**config.mk**
```make
export PLATFORM = sky130hd
export DESIGN_NAME = load_cell_trigger_detector
export DESIGN_NICKNAME = d
export VERILOG_FILES = /design/src/design/lctd_pkg.sv /design/src/design/load_cell_trigger_detector.sv /design/src/design/lctd_window.sv /design/src/design/lctd_avg_div.sv /design/src/design/lctd_trigger.sv
export VERILOG_INCLUDE_DIRS = /design/src /design/src/design
export SDC_FILE = /design/constraint.sdc
export NUM_CORES = 2
export LEC_CHECK = 0
export ABC_AREA = 1
export BUFFER_PORTS_ARGS = -buffer_cell sky130_fd_sc_hd__clkbuf_2
export CORE_UTILIZATION = 43
export CTS_CLUSTER_DIAMETER = 80
export DETAILED_ROUTE_END_ITERATION = 10
export HOLD_SLACK_MARGIN = 0.1
export PLACE_DENSITY_LB_ADDON = 0.3
export SETUP_SLACK_MARGIN = 0.4
export SYNTH_ARGS = -nofsm -noshare
export SYNTH_HDL_FRONTEND = slang
export SYNTH_SLANG_ARGS = --single-unit
export TNS_END_PERCENT = 100
```
**constraint.sdc**
```tcl
create_clock -name clk -period 22.7 [get_ports clk]
set_clock_uncertainty 0.05 [all_clocks]
set_input_delay 2.27 -clock clk [delete_from_list [all_inputs] [get_ports clk]]
set_output_delay 2.27 -clock clk [all_outputs]
set_load 0.05 [all_outputs]
```
**src/design/load_cell_trigger_detector_assert.svh**
```systemverilog
// Assertion macros shared by the load-cell trigger detector RTL.
// Expects clk and arst_n in the scope of every use.
`ifndef LOAD_CELL_TRIGGER_DETECTOR_ASSERT_SVH
`define LOAD_CELL_TRIGGER_DETECTOR_ASSERT_SVH
`ifndef NO_ASSERTIONS
`define LCTD_ASSERT(lbl, prop, msg) \
	lbl: assert property (@(posedge clk) disable iff (!arst_n) prop) else $error(msg);
`define LCTD_NEVER(lbl, expr, msg) \
	lbl: assert property (@(posedge clk) disable iff (!arst_n) !(expr)) else $error(msg);
`else
`define LCTD_ASSERT(lbl, prop, msg)
`define LCTD_NEVER(lbl, expr, msg)
`endif
`endif

```
**src/design/lctd_pkg.sv**
```systemverilog
// Types, constants and helper functions of the load-cell trigger detector.
// No dependencies; imported by every module of the block.
package lctd_pkg;

	typedef logic signed [23:0] sample_t;
	typedef logic signed [24:0] rate_t;
	typedef logic [23:0]        mag_t;

	typedef enum logic {
		OP_SAMPLE = 1'b0,
		OP_ARM    = 1'b1
	} op_t;

	// Delay-line control from the pipeline to the window unit
	typedef struct packed {
		logic accept;  // new request enters s1, issue memory read
		logic commit;  // sample request leaves s1, write back
	} win_ctl_t;

	// Exponential average steps as shifts: 1/128 and 1/32
	localparam int unsigned SLOW_SH = 7;
	localparam int unsigned FAST_SH = 5;

	// avg + (s - avg) / 2^sh, quotient truncated toward zero
	function automatic sample_t ema_step(sample_t avg, sample_t s, int unsigned sh);
		logic signed [24:0] d;
		logic signed [24:0] q;
		logic signed [24:0] r;
		d = {s[23], s} - {avg[23], avg};
		if (d[24]) begin
			q = (d + ((25'sd1 <<< sh) - 25'sd1)) >>> sh;
		end else begin
			q = d >>> sh;
		end
		r = {avg[23], avg} + q;
		return r[23:0];
	endfunction

endpackage

```
**src/design/load_cell_trigger_detector.sv**
```systemverilog
// Top level of the load-cell trigger detector: stream ports, pipeline, averages.
// Depends on lctd_pkg, lctd_window, lctd_avg_div, lctd_trigger, assertion header.
`include "load_cell_trigger_detector_assert.svh"

// Load-cell trigger detector. Each request on the s_ stream is either a signed
// 24-bit ADC sample (s_tuser = 0) or an arm-homing command (s_tuser = 1); every
// request yields exactly one result on the m_ stream. A result carries the
// WINDOW-sample moving average (truncated toward zero), the latest raw sample,
// the rate (fast minus slow exponential average, steps 1/32 and 1/128), the
// trigger level (|rate| > sensitivity) and the magnitude of the last homing
// capture (reference minus the sample on which the trigger rose while armed).
// Throughput is one request per clock while m_tready does not stall the output.
// A request passes s1, s2 and then the output register: s1 waits on the
// registered delay-line memory read and updates the window sum and averages,
// s2 evaluates the trigger and the reciprocal-multiply divide. Back-to-back
// samples always touch different delay-line entries, except with a one-entry
// window, where write data is forwarded. Delay-line entries carry valid bits
// cleared at reset, so no clearing pass is needed and requests are taken from
// the first cycle after reset. sensitivity is written on the cfg_ channel,
// always ready, and should only change while no request is in flight.
module load_cell_trigger_detector #(
	parameter int WINDOW = 50
) (
	input  logic          clk,
	input  logic          arst_n,
	input  logic          s_tvalid,
	output logic          s_tready,
	input  logic [23:0]   s_tdata,   // [23:0] sample
	input  logic          s_tuser,   // [0] operation
	output logic          m_tvalid,
	input  logic          m_tready,
	// [23:0] average, [47:24] latest_raw, [72:48] rate, [73] trigger_level,
	// [97:74] diff_magnitude, [103:98] zero
	output logic [103:0]  m_tdata,
	input  logic          cfg_valid,
	output logic          cfg_ready,
	input  logic [23:0]   cfg_data   // sensitivity
);
	import lctd_pkg::*;

	localparam int SUM_W = 25 + $clog2(WINDOW);

	// stage handshake
	logic adv_out;   // output register free or draining
	logic s2_free;   // s2 can take a request
	logic accept;
	logic adv1;
	logic adv2;
	logic commit;

	// s1
	logic    v_s1;
	op_t     op_s1;
	sample_t sample_s1;

	// s2
	logic    v_s2;
	op_t     op_s2;
	sample_t latest_s2;
	sample_t slow_s2;
	sample_t fast_s2;
	logic signed [SUM_W-1:0] sum_s2;

	// block state outside the memory
	mag_t    sens_q;
	sample_t slow_q;
	sample_t fast_q;
	sample_t last_q;
	sample_t slow_nx;
	sample_t fast_nx;

	win_ctl_t                win_ctl;
	logic signed [SUM_W-1:0] sum_upd;

	// results
	sample_t average;
	rate_t   rate;
	logic    trig_level;
	mag_t    diff_mag;

	logic    m_tvalid_q;
	sample_t avg_q;
	sample_t raw_q;
	rate_t   rate_q;
	logic    trig_q;
	mag_t    dmag_q;

	assign adv_out  = !m_tvalid_q || m_tready;
	assign s2_free  = !v_s2 || adv_out;
	assign s_tready = !v_s1 || s2_free;
	assign accept   = s_tvalid && s_tready;
	assign adv1     = v_s1 && s2_free;
	assign adv2     = v_s2 && adv_out;
	assign commit   = adv1 && (op_s1 == OP_SAMPLE);

	assign cfg_ready = 1'b1;

	always_ff @(posedge clk or negedge arst_n) begin
		if (!arst_n) begin
			sens_q <= '0;
		end else if (cfg_valid) begin
			sens_q <= cfg_data;
		end
	end

	// s1: request waits here for the delay-line read
	always_ff @(posedge clk or negedge arst_n) begin
		if (!arst_n) begin
			v_s1 <= 1'b0;
		end else if (s_tready) begin
			v_s1 <= s_tvalid;
		end
	end

	always_ff @(posedge clk) begin
		if (accept) begin
			op_s1     <= op_t'(s_tuser);
			sample_s1 <= s_tdata;
		end
	end

	assign win_ctl.accept = accept;
	assign win_ctl.commit = commit;

	lctd_window #(
		.WINDOW (WINDOW)
	) u_window (
		.clk     (clk),
		.arst_n  (arst_n),
		.ctl     (win_ctl),
		.op      (op_s1),
		.sample  (sample_s1),
		.sum_upd (sum_upd)
	);

	assign slow_nx = ema_step(slow_q, sample_s1, SLOW_SH);
	assign fast_nx = ema_step(fast_q, sample_s1, FAST_SH);

	always_ff @(posedge clk or negedge arst_n) begin
		if (!arst_n) begin
			slow_q <= '0;
			fast_q <= '0;
			last_q <= '0;
		end else if (commit) begin
			slow_q <= slow_nx;
			fast_q <= fast_nx;
			last_q <= sample_s1;
		end
	end

	// s2: trigger evaluation and divide
	always_ff @(posedge clk or negedge arst_n) begin
		if (!arst_n) begin
			v_s2 <= 1'b0;
		end else if (s2_free) begin
			v_s2 <= v_s1;
		end
	end

	always_ff @(posedge clk) begin
		if (adv1) begin
			op_s2  <= op_s1;
			sum_s2 <= sum_upd;
			if (op_s1 == OP_SAMPLE) begin
				latest_s2 <= sample_s1;
				slow_s2   <= slow_nx;
				fast_s2   <= fast_nx;
			end else begin
				latest_s2 <= last_q;
				slow_s2   <= slow_q;
				fast_s2   <= fast_q;
			end
		end
	end

	lctd_avg_div #(
		.WINDOW (WINDOW)
	) u_avg_div (
		.sum     (sum_s2),
		.average (average)
	);

	lctd_trigger u_trigger (
		.clk         (clk),
		.arst_n      (arst_n),
		.go          (adv2),
		.op          (op_s2),
		.latest      (latest_s2),
		.slow        (slow_s2),
		.fast        (fast_s2),
		.sensitivity (sens_q),
		.rate        (rate),
		.trig_level  (trig_level),
		.diff_mag    (diff_mag)
	);

	// output register
	always_ff @(posedge clk or negedge arst_n) begin
		if (!arst_n) begin
			m_tvalid_q <= 1'b0;
		end else if (adv_out) begin
			m_tvalid_q <= v_s2;
		end
	end

	always_ff @(posedge clk) begin
		if (adv2) begin
			avg_q  <= average;
			raw_q  <= latest_s2;
			rate_q <= rate;
			trig_q <= trig_level;
			dmag_q <= diff_mag;
		end
	end

	assign m_tvalid = m_tvalid_q;
	assign m_tdata  = {6'b0, dmag_q, trig_q, rate_q, raw_q, avg_q};

	`LCTD_ASSERT(a_stall_cause, !s_tready |-> (v_s2 && m_tvalid_q && !m_tready), "input stalled with room")
	`LCTD_ASSERT(a_out_fill, (v_s2 && !m_tvalid_q) |=> m_tvalid_q, "s2 result not moved to output")

endmodule

```
**src/design/lctd_window.sv**
```systemverilog
// Delay-line memory and running window sum of the load-cell trigger detector.
// Depends on lctd_pkg and the assertion macro header.
`include "load_cell_trigger_detector_assert.svh"

module lctd_window #(
	parameter int WINDOW = 50
) (
	input  logic                                    clk,
	input  logic                                    arst_n,
	input  lctd_pkg::win_ctl_t                      ctl,
	input  lctd_pkg::op_t                           op,      // op of the request in s1
	input  lctd_pkg::sample_t                       sample,  // sample of the request in s1
	output logic signed [25+$clog2(WINDOW)-1:0]     sum_upd  // window sum after this request
);
	import lctd_pkg::*;

	localparam int SUM_W = 25 + $clog2(WINDOW);
	localparam int PTR_W = (WINDOW > 1) ? $clog2(WINDOW) : 1;

	sample_t            mem [WINDOW];
	logic [WINDOW-1:0]  vld_q;      // entry written since reset, else reads as zero
	logic [PTR_W-1:0]   wp_q;
	logic [PTR_W-1:0]   wp_inc;
	logic [PTR_W-1:0]   rd_addr;
	logic signed [SUM_W-1:0] sum_q;
	logic signed [SUM_W-1:0] sum_calc;

	sample_t rd_old_s1;
	logic    rd_vld_s1;
	logic    fwd_s1;
	sample_t fwd_data_s1;
	sample_t old;

	assign wp_inc  = (wp_q == PTR_W'(WINDOW - 1)) ? '0 : wp_q + 1'b1;
	// a request entering while the previous one writes back reads the next slot
	assign rd_addr = ctl.commit ? wp_inc : wp_q;

	always_ff @(posedge clk) begin
		if (ctl.accept) begin
			rd_old_s1   <= mem[rd_addr];
			fwd_data_s1 <= sample;
		end
		if (ctl.commit) begin
			mem[wp_q] <= sample;
		end
	end

	always_ff @(posedge clk or negedge arst_n) begin
		if (!arst_n) begin
			wp_q      <= '0;
			vld_q     <= '0;
			sum_q     <= '0;
			rd_vld_s1 <= 1'b0;
			fwd_s1    <= 1'b0;
		end else begin
			if (ctl.accept) begin
				rd_vld_s1 <= vld_q[rd_addr];
				fwd_s1    <= ctl.commit && (rd_addr == wp_q);
			end
			if (ctl.commit) begin
				wp_q        <= wp_inc;
				vld_q[wp_q] <= 1'b1;
				sum_q       <= sum_calc;
			end
		end
	end

	// same-entry hazard only arises for a one-entry window
	assign old      = fwd_s1 ? fwd_data_s1 : (rd_vld_s1 ? rd_old_s1 : '0);
	assign sum_calc = sum_q + SUM_W'(sample) - SUM_W'(old);
	assign sum_upd  = (op == OP_SAMPLE) ? sum_calc : sum_q;

	`LCTD_NEVER(a_wp_range, wp_q > PTR_W'(WINDOW - 1), "write pointer beyond window")

endmodule

```
**src/design/lctd_avg_div.sv**
```systemverilog
// Window sum divided by WINDOW, truncated toward zero, by reciprocal multiply.
// Depends on lctd_pkg.
module lctd_avg_div #(
	parameter int WINDOW = 50
) (
	input  logic signed [25+$clog2(WINDOW)-1:0] sum,
	output lctd_pkg::sample_t                   average
);
	import lctd_pkg::*;

	localparam int WL    = $clog2(WINDOW);
	localparam int SUM_W = 25 + WL;
	localparam int MAG_W = 24 + WL;
	localparam int SH    = MAG_W + WL;
	localparam int M_W   = MAG_W + 1;
	localparam longint unsigned RECIP = ((64'd1 << SH) + WINDOW - 1) / WINDOW;

	logic [M_W-1:0]       recip;
	logic [SUM_W-1:0]     neg_sum;
	logic [MAG_W-1:0]     mag;
	logic [MAG_W+M_W-1:0] prod;
	logic [23:0]          quot;

	assign recip   = M_W'(RECIP);
	assign neg_sum = -sum;
	assign mag     = sum[SUM_W-1] ? neg_sum[MAG_W-1:0] : sum[MAG_W-1:0];
	assign prod    = (MAG_W+M_W)'(mag) * (MAG_W+M_W)'(recip);
	assign quot    = 24'(prod >> SH);
	assign average = sum[SUM_W-1] ? -quot : quot;

endmodule

```
**src/design/lctd_trigger.sv**
```systemverilog
// Rate threshold, trigger level and homing capture of the trigger detector.
// Depends on lctd_pkg and the assertion macro header.
`include "load_cell_trigger_detector_assert.svh"

module lctd_trigger (
	input  logic              clk,
	input  logic              arst_n,
	input  logic              go,          // request leaves s2
	input  lctd_pkg::op_t     op,
	input  lctd_pkg::sample_t latest,      // last raw sample after this request
	input  lctd_pkg::sample_t slow,
	input  lctd_pkg::sample_t fast,
	input  lctd_pkg::mag_t    sensitivity,
	output lctd_pkg::rate_t   rate,
	output logic              trig_level,
	output lctd_pkg::mag_t    diff_mag
);
	import lctd_pkg::*;

	logic    trig_q;
	logic    armed_q;
	sample_t ref_q;
	mag_t    dmag_q;

	logic [24:0] rate_mag;
	logic        above;
	logic        is_sample;
	logic        capture;
	rate_t       diffv;
	rate_t       diff_neg;
	mag_t        dmag_next;

	assign rate      = {fast[23], fast} - {slow[23], slow};
	assign rate_mag  = rate[24] ? 25'(-rate) : 25'(rate);
	assign above     = rate_mag > {1'b0, sensitivity};
	assign is_sample = go && (op == OP_SAMPLE);
	assign capture   = is_sample && above && !trig_q && armed_q;

	assign diffv     = {ref_q[23], ref_q} - {latest[23], latest};
	assign diff_neg  = -diffv;
	assign dmag_next = capture ? (diffv[24] ? diff_neg[23:0] : diffv[23:0]) : dmag_q;
	assign diff_mag  = dmag_next;

	always_comb begin
		trig_level = trig_q;
		if (is_sample) begin
			trig_level = above;
		end
	end

	always_ff @(posedge clk or negedge arst_n) begin
		if (!arst_n) begin
			trig_q  <= 1'b0;
			armed_q <= 1'b0;
			ref_q   <= '0;
			dmag_q  <= '0;
		end else begin
			trig_q <= trig_level;
			dmag_q <= dmag_next;
			if (go && (op == OP_ARM)) begin
				armed_q <= 1'b1;
				ref_q   <= latest;
			end else if (capture) begin
				armed_q <= 1'b0;
			end
		end
	end

	`LCTD_ASSERT(a_disarm_on_rise, $fell(armed_q) |-> $rose(trig_q), "disarmed without trigger rise")
	`LCTD_ASSERT(a_rise_needs_go, $rose(trig_q) |-> $past(go), "trigger moved without a request")

endmodule
```
======== After elaboration in Yosys (flattened, before gate mapping) ========
Memory sizes are Yosys's and may differ from the RTL's. A register that Yosys moved wholly into a read port is not among the register bits.
Cells that the tools add are included.
word-level totals
  register bits ........................... 489
  RAM bits ................................ 1,200
  bits of input ports ..................... 54
  output and inout bits ................... 107
  word-level logic and storage cells ...... 98
  memories kept ........................... 1
cells by class
  add/subtract/negate cells ............... 15
  multipliers ............................. 1
  order comparisons ....................... 4
  equality and inequality tests ........... 2
  muxes and demuxes ....................... 24
  bitwise logic cells ..................... 3
  reductions and logical operators ........ 19
memory list
  memory        words  bits a word  read ports  clocked after Yosys merged registers in  wr ports  RTL line           source
  u_window.mem  50     24           1           1                                        1         lctd_window.sv:20  sample_t mem [WINDOW];
operator list
  kind                                                                          count
  24-bit 2-to-1 mux                                                             10
  24-bit by 24-bit subtractor with 25-bit output                                4
  30-bit by 31-bit multiplier with 60-bit output, second input constant         1
  50-bit OR                                                                     1
  24-bit adder                                                                  2
  24-bit negation                                                               2
  31-bit by 24-bit adder with 31-bit output                                     1
  31-bit 2-to-1 mux                                                             1
  31-bit by 24-bit subtractor with 31-bit output                                1
  30-bit 2-to-1 mux                                                             1
  30-bit negation                                                               1
  25-bit by 6-bit adder with 25-bit output, second input constant               1
  25-bit by 8-bit adder with 25-bit output, second input constant               1
  25-bit by 24-bit > comparator with 1-bit output                               1
  25-bit 2-to-1 mux                                                             1
  25-bit negation                                                               1
  6-bit by 7-bit less-than comparator with 1-bit output, second input constant  2
  6-bit 2-to-1 mux                                                              2
  1-bit logical AND                                                             11
  1-bit 2-to-1 mux                                                              7
  6-bit by 1-bit adder with 6-bit output, second input constant                 1
  1-bit binary-select mux with 6-bit select                                     1
  1-bit demux with 6-bit select                                                 1
  6-bit == test                                                                 1
  other kinds (6)                                                               12

======== Logic depth before layout (Yosys ltp) ========
  depth after elaboration ................. 9
  depth in mapped cells ................... 51
  gate-level depth less buffers ........... 51

======== Cells and area by module ========
From an unflattened synthesis, not the netlist that was laid out.
second synthesis, totals
  cells, all modules ...................... 10,438
  area total of the unflattened synthesis .. 101,061.9 µm²
modules (own cells, without submodules)
  module                      times used  cells an instance  area an instance (µm²)  seq. area each (µm²)
  lctd_window                 1           4,546              56,658.1                39,703.1
  lctd_avg_div                1           2,497              18,702.9                0.0
  load_cell_trigger_detector  1           2,056              18,195.0                9,293.9
  lctd_trigger                1           1,339              7,505.9                 1,251.2

======== Least setup slack after synthesis ========
OpenSTA, ideal clock, no wires.
  kind .................................... reg-to-reg
  start point ............................. reg sum_s2[0]
  end point ............................... reg avg_q[10] (data pin)
  library setup time ...................... 260 ps
  data arrival time ....................... 8,814 ps
  required time ........................... 22,390 ps
  setup slack ............................. 13,576 ps
  cell stages (with the launch flop) ...... 46
  buffers on the path ..................... 0
  clock period less this slack ............ 9,124 ps
  cell sequence ........................... edfxtp_1 > inv_1 > ha_1 > nand2_1 > nor2_1 > nand4_1 > nor3_1 > nand2_1 > o21ai_1 > nand2_1 > a21oi_1 > o21ai_1 > xor2_1 > inv_1 > ha_1 > inv_1 > ha_1 > a21oi_1 > (+10 left out) > ha_1 > nand2_1 > nor2_1 > inv_1 > nor2_1 > inv_1 > nor2_1 > nand3_1 > nand3_1 > nand2_1 > nand2_1 > ha_1 > nand3_1 > nor2_1 > nand2_1 > nor2_1 > nor2_1 > xor2_1
on the way
  word-level cells in the longest chain between the ends .. 5
ends and longest elaborated chain
  what                                                RTL line                           source
  from (decl)                                         load_cell_trigger_detector.sv:62   logic signed [SUM_W-1:0] sum_s2;
  from (signal assigned)                              load_cell_trigger_detector.sv:163  sum_s2 <= sum_upd;
  30-bit negation                                     lctd_avg_div.sv:25                 assign neg_sum = -sum;
  30-bit 2-to-1 mux (*)                               lctd_avg_div.sv:26                 assign mag = sum[SUM_W-1] ? neg_sum[MAG_W-1:0] : sum[MAG_W-1:0];
  30-bit by 31-bit multiplier with 60-bit output (*)  lctd_avg_div.sv:27                 assign prod = (MAG_W+M_W)'(mag) * (MAG_W+M_W)'(recip);
  24-bit negation                                     lctd_avg_div.sv:29                 assign average = sum[SUM_W-1] ? -quot : quot;
  24-bit 2-to-1 mux (*)                               lctd_avg_div.sv:29
  via average[10]                                     load_cell_trigger_detector.sv:76   sample_t average;
  to (signal assigned)                                load_cell_trigger_detector.sv:208  avg_q <= average;
  to (decl)                                           load_cell_trigger_detector.sv:82   sample_t avg_q;
The timed path passes the listed nets; every way through them passes the cells marked *.
A chain may end at the register's enable or synchronous reset.

======== Worst setup path after layout ========
  start point ............................. reg sum_s2[0]
  end point ............................... reg avg_q[18] (data pin)
Same word-level chain as after synthesis.

==> out/qor.txt <==
status = finished with violations
failing checks = design-rule violations
clock tree buffer depth = 3
period utilisation layout = 0.487
Final Max Tran Viols = 0
Most used DFF post-synth = edfxtp_1
TritonCTS clock tree = yes
Setup Buffers After CTS = 0
max_cap viols = 0
CTS Hold Bufs = 0
io pins = 161
CP most frequent cell = nand2_1
Final Net Count = 10.9k
Initial Util = 0.433
Hold Path Class = reg2reg
Sink Count = 1713
worst path bufs/invs = 8
first-pass GRT wire length = 435 mm
Wirelength per Cell = 22.2 microns
Die Ht = 478 microns
Clock Latency Late Sink = 0.83 ns
CP delay by family, top = adder cells
Critical Path Max Stage Delay = 0.84 ns
initial DRC count = 7553
# DRC = 38
post-route ant nets = 0
Mapped Area = 0.0975 sq mm
HPWL Detailed = 201 mm
Peak Freq = 90.4 MHz
initial antenna violation count = 18
Routed WL = 291 mm
startpoint types = flip-flop
Post-Synthesis Cells = 9830
cts repair resizes = 0
largest net degree at the start of global routing = 188
Die X = 478 microns
Crit. End Element = flip-flop
Slowest-stage cell, CP = xor2_1
setup_tns = 0 ns
Die ar. = 0.229 sq mm
Num CTS Buffers = 177
CTS clk-pin slew, worst paths = 0.06 ns
fraction of layout cells with a size suffix above 1 = 0.0801
Hold Vio Cnt, Final = 0
critical path data required time = 23.22 ns
final number of setup-violating endpoints = 0
root buffer cell = clkbuf_16
CP Class = reg2reg
cell row count = 174
vias in the first global route = 68.3k
fin crit period = 11.06 ns
synthesis-to-finish area growth = 10.7%
Unique masters post-synth = 64
Congestion Overflow GR = 0
crit path max fanout = 7
CTS HTree Levels = 4
Tightest Pin Transition = 1.09 ns
routability congestion estimate from global placement = 0.953
vias per cell = 5.47
Worst EP arrival = 11.58 ns
Seq cells post-synth = 1713
DR pass1 iterations = 11
IO Port Bufs = 153
Slew headroom = 0.270
sequential share of the synthesized area = 0.515
Post-synth ARST share = 0.139
vias = 71.7k
core area = 0.225 sq mm
Global Route Usage Sum = 0.252
Synthesis Warnings = 0
RSZ-0062 raised after global routing = no
Synth Area per Inst = 9.92 sq um
Post-synth EDFFs = 1475
## area by class of cell
cell class,count,area [sq um]
diodes,5,12.5
clock buffers,217,4690
clock inverters,117,1360
fillers,20630,117000
inverters,1398,5270
multi-input cells,6376,40700
flip-flops and latches,1713,50200
well taps,2992,3740
repair buffers,295,1900
## metal layers
| metal | global-route usage | routed length (microns) | vias up |
|---|---|---|---|
| li1 | - | - | 33397 |
| met1 | 0.361 | 128000 | 35131 |
| met2 | 0.395 | 132000 | 2741 |
| met3 | 0.0410 | 22900 | 394 |
| met4 | 0.0684 | 7660 | 10 |
| met5 | 0 | 65 | - |
## worst paths after layout
path	startpoint	end	slack (ns)	cells after the start
max in group asynchronous	arst_n	fast_q[0]	19.36	3
hold / removal	latest_s2[16]	raw_q[16]	0.40	0
setup / recovery	sum_s2[0]	avg_q[18]	11.64	46
min in group asynchronous	arst_n	u_trigger.dmag_q[2]	1.41	1
hold reg to reg	latest_s2[16]	raw_q[16]	0.40	0
setup reg to reg	sum_s2[0]	avg_q[18]	11.64	46
## cell usage after synthesis, drive strengths merged (3+ instances only)
cell       n  area [sq um]
o221ai    58           508
or2      129           807
edfxtp  1475         44300
o41ai      3          26.3
o31ai      7          52.6
a21o      12          90.1
o21ai    863          4330
inv     1395          5240
nand4    111           701
o21bai    34           255
nand3b    23           173
clkbuf   220           827
clkinv     3          12.5
nor3b      4          30.0
o211ai   157          1180
nand2   1874          7090
nand3    583          2970
xnor2     60           526
a31oi     11          68.8
a21boi     5          37.5
o22ai    122           763
a21oi    321          1620
fa       364          7290
dfrtp    238          5960
a22o      23           201
a211oi     3          22.5
ha       547          6840
xor2     134          1180
o21a       6          45.0
nor3      65           340
nor4      12          75.1
nor2     825          3170
buf      128           668
## sequential cells by signal, indices dropped and copies added, names as in the netlist, 6 cells and up
register and flops:
slow_q 24, fast_q 24, sens_q 24, u_window.rd_old_s1 24, u_trigger.dmag_q 24, dmag_q 24, fast_s2 24, u_window.sum_q 31
latest_s2 24, u_window.vld_q 50, raw_q 24, u_trigger.ref_q 24, sample_s1 24, last_q 24, u_window.mem 1200, avg_q 24
rate_q 25, u_window.fwd_data_s1 24, slow_s2 24, u_window.wp_q 6, sum_s2 31
## cell usage in the layout, fill, tap and decap left out, drive strengths merged, types with 157 or more instances in the layout
cell type and count:
a21oi 321, nand3 583, fa 364, nand2 1874, clkbuf 369, inv 1405
nor2 825, ha 547, o21ai 863, dfrtp 238, edfxtp 1475, o211ai 157
## stage by stage
step	area (sq um)	cells	util	worst slack [ns]	hold slack (ns)
4_1_cts	108000	13108	0.479	11.67	0.402
5_1_grt	108000	13109	0.480	10.87	0.411
2_1_floorplan	97500	9835	-	13.58	0.373
6_report	108000	13113	0.480	11.64	0.403
3_3_place_gp	102000	12774	0.453	11.71	0.386
3_5_place_dp	102000	12774	0.453	11.72	0.390
## kinds of logic after synthesis
logic type,synth area share
xor gates and xnor gates,0.0175
DFF,0.515
adders and majority gates,0.145
muxes,0.000116
buffers and inverters,0.0692
and+or+nand+nor,0.158
AOI/OAI and AO/OA,0.0952
other,0.0000770
Power is not shown: default switching activity piles up to over one toggle a cycle in this logic, so the estimate is an artifact.
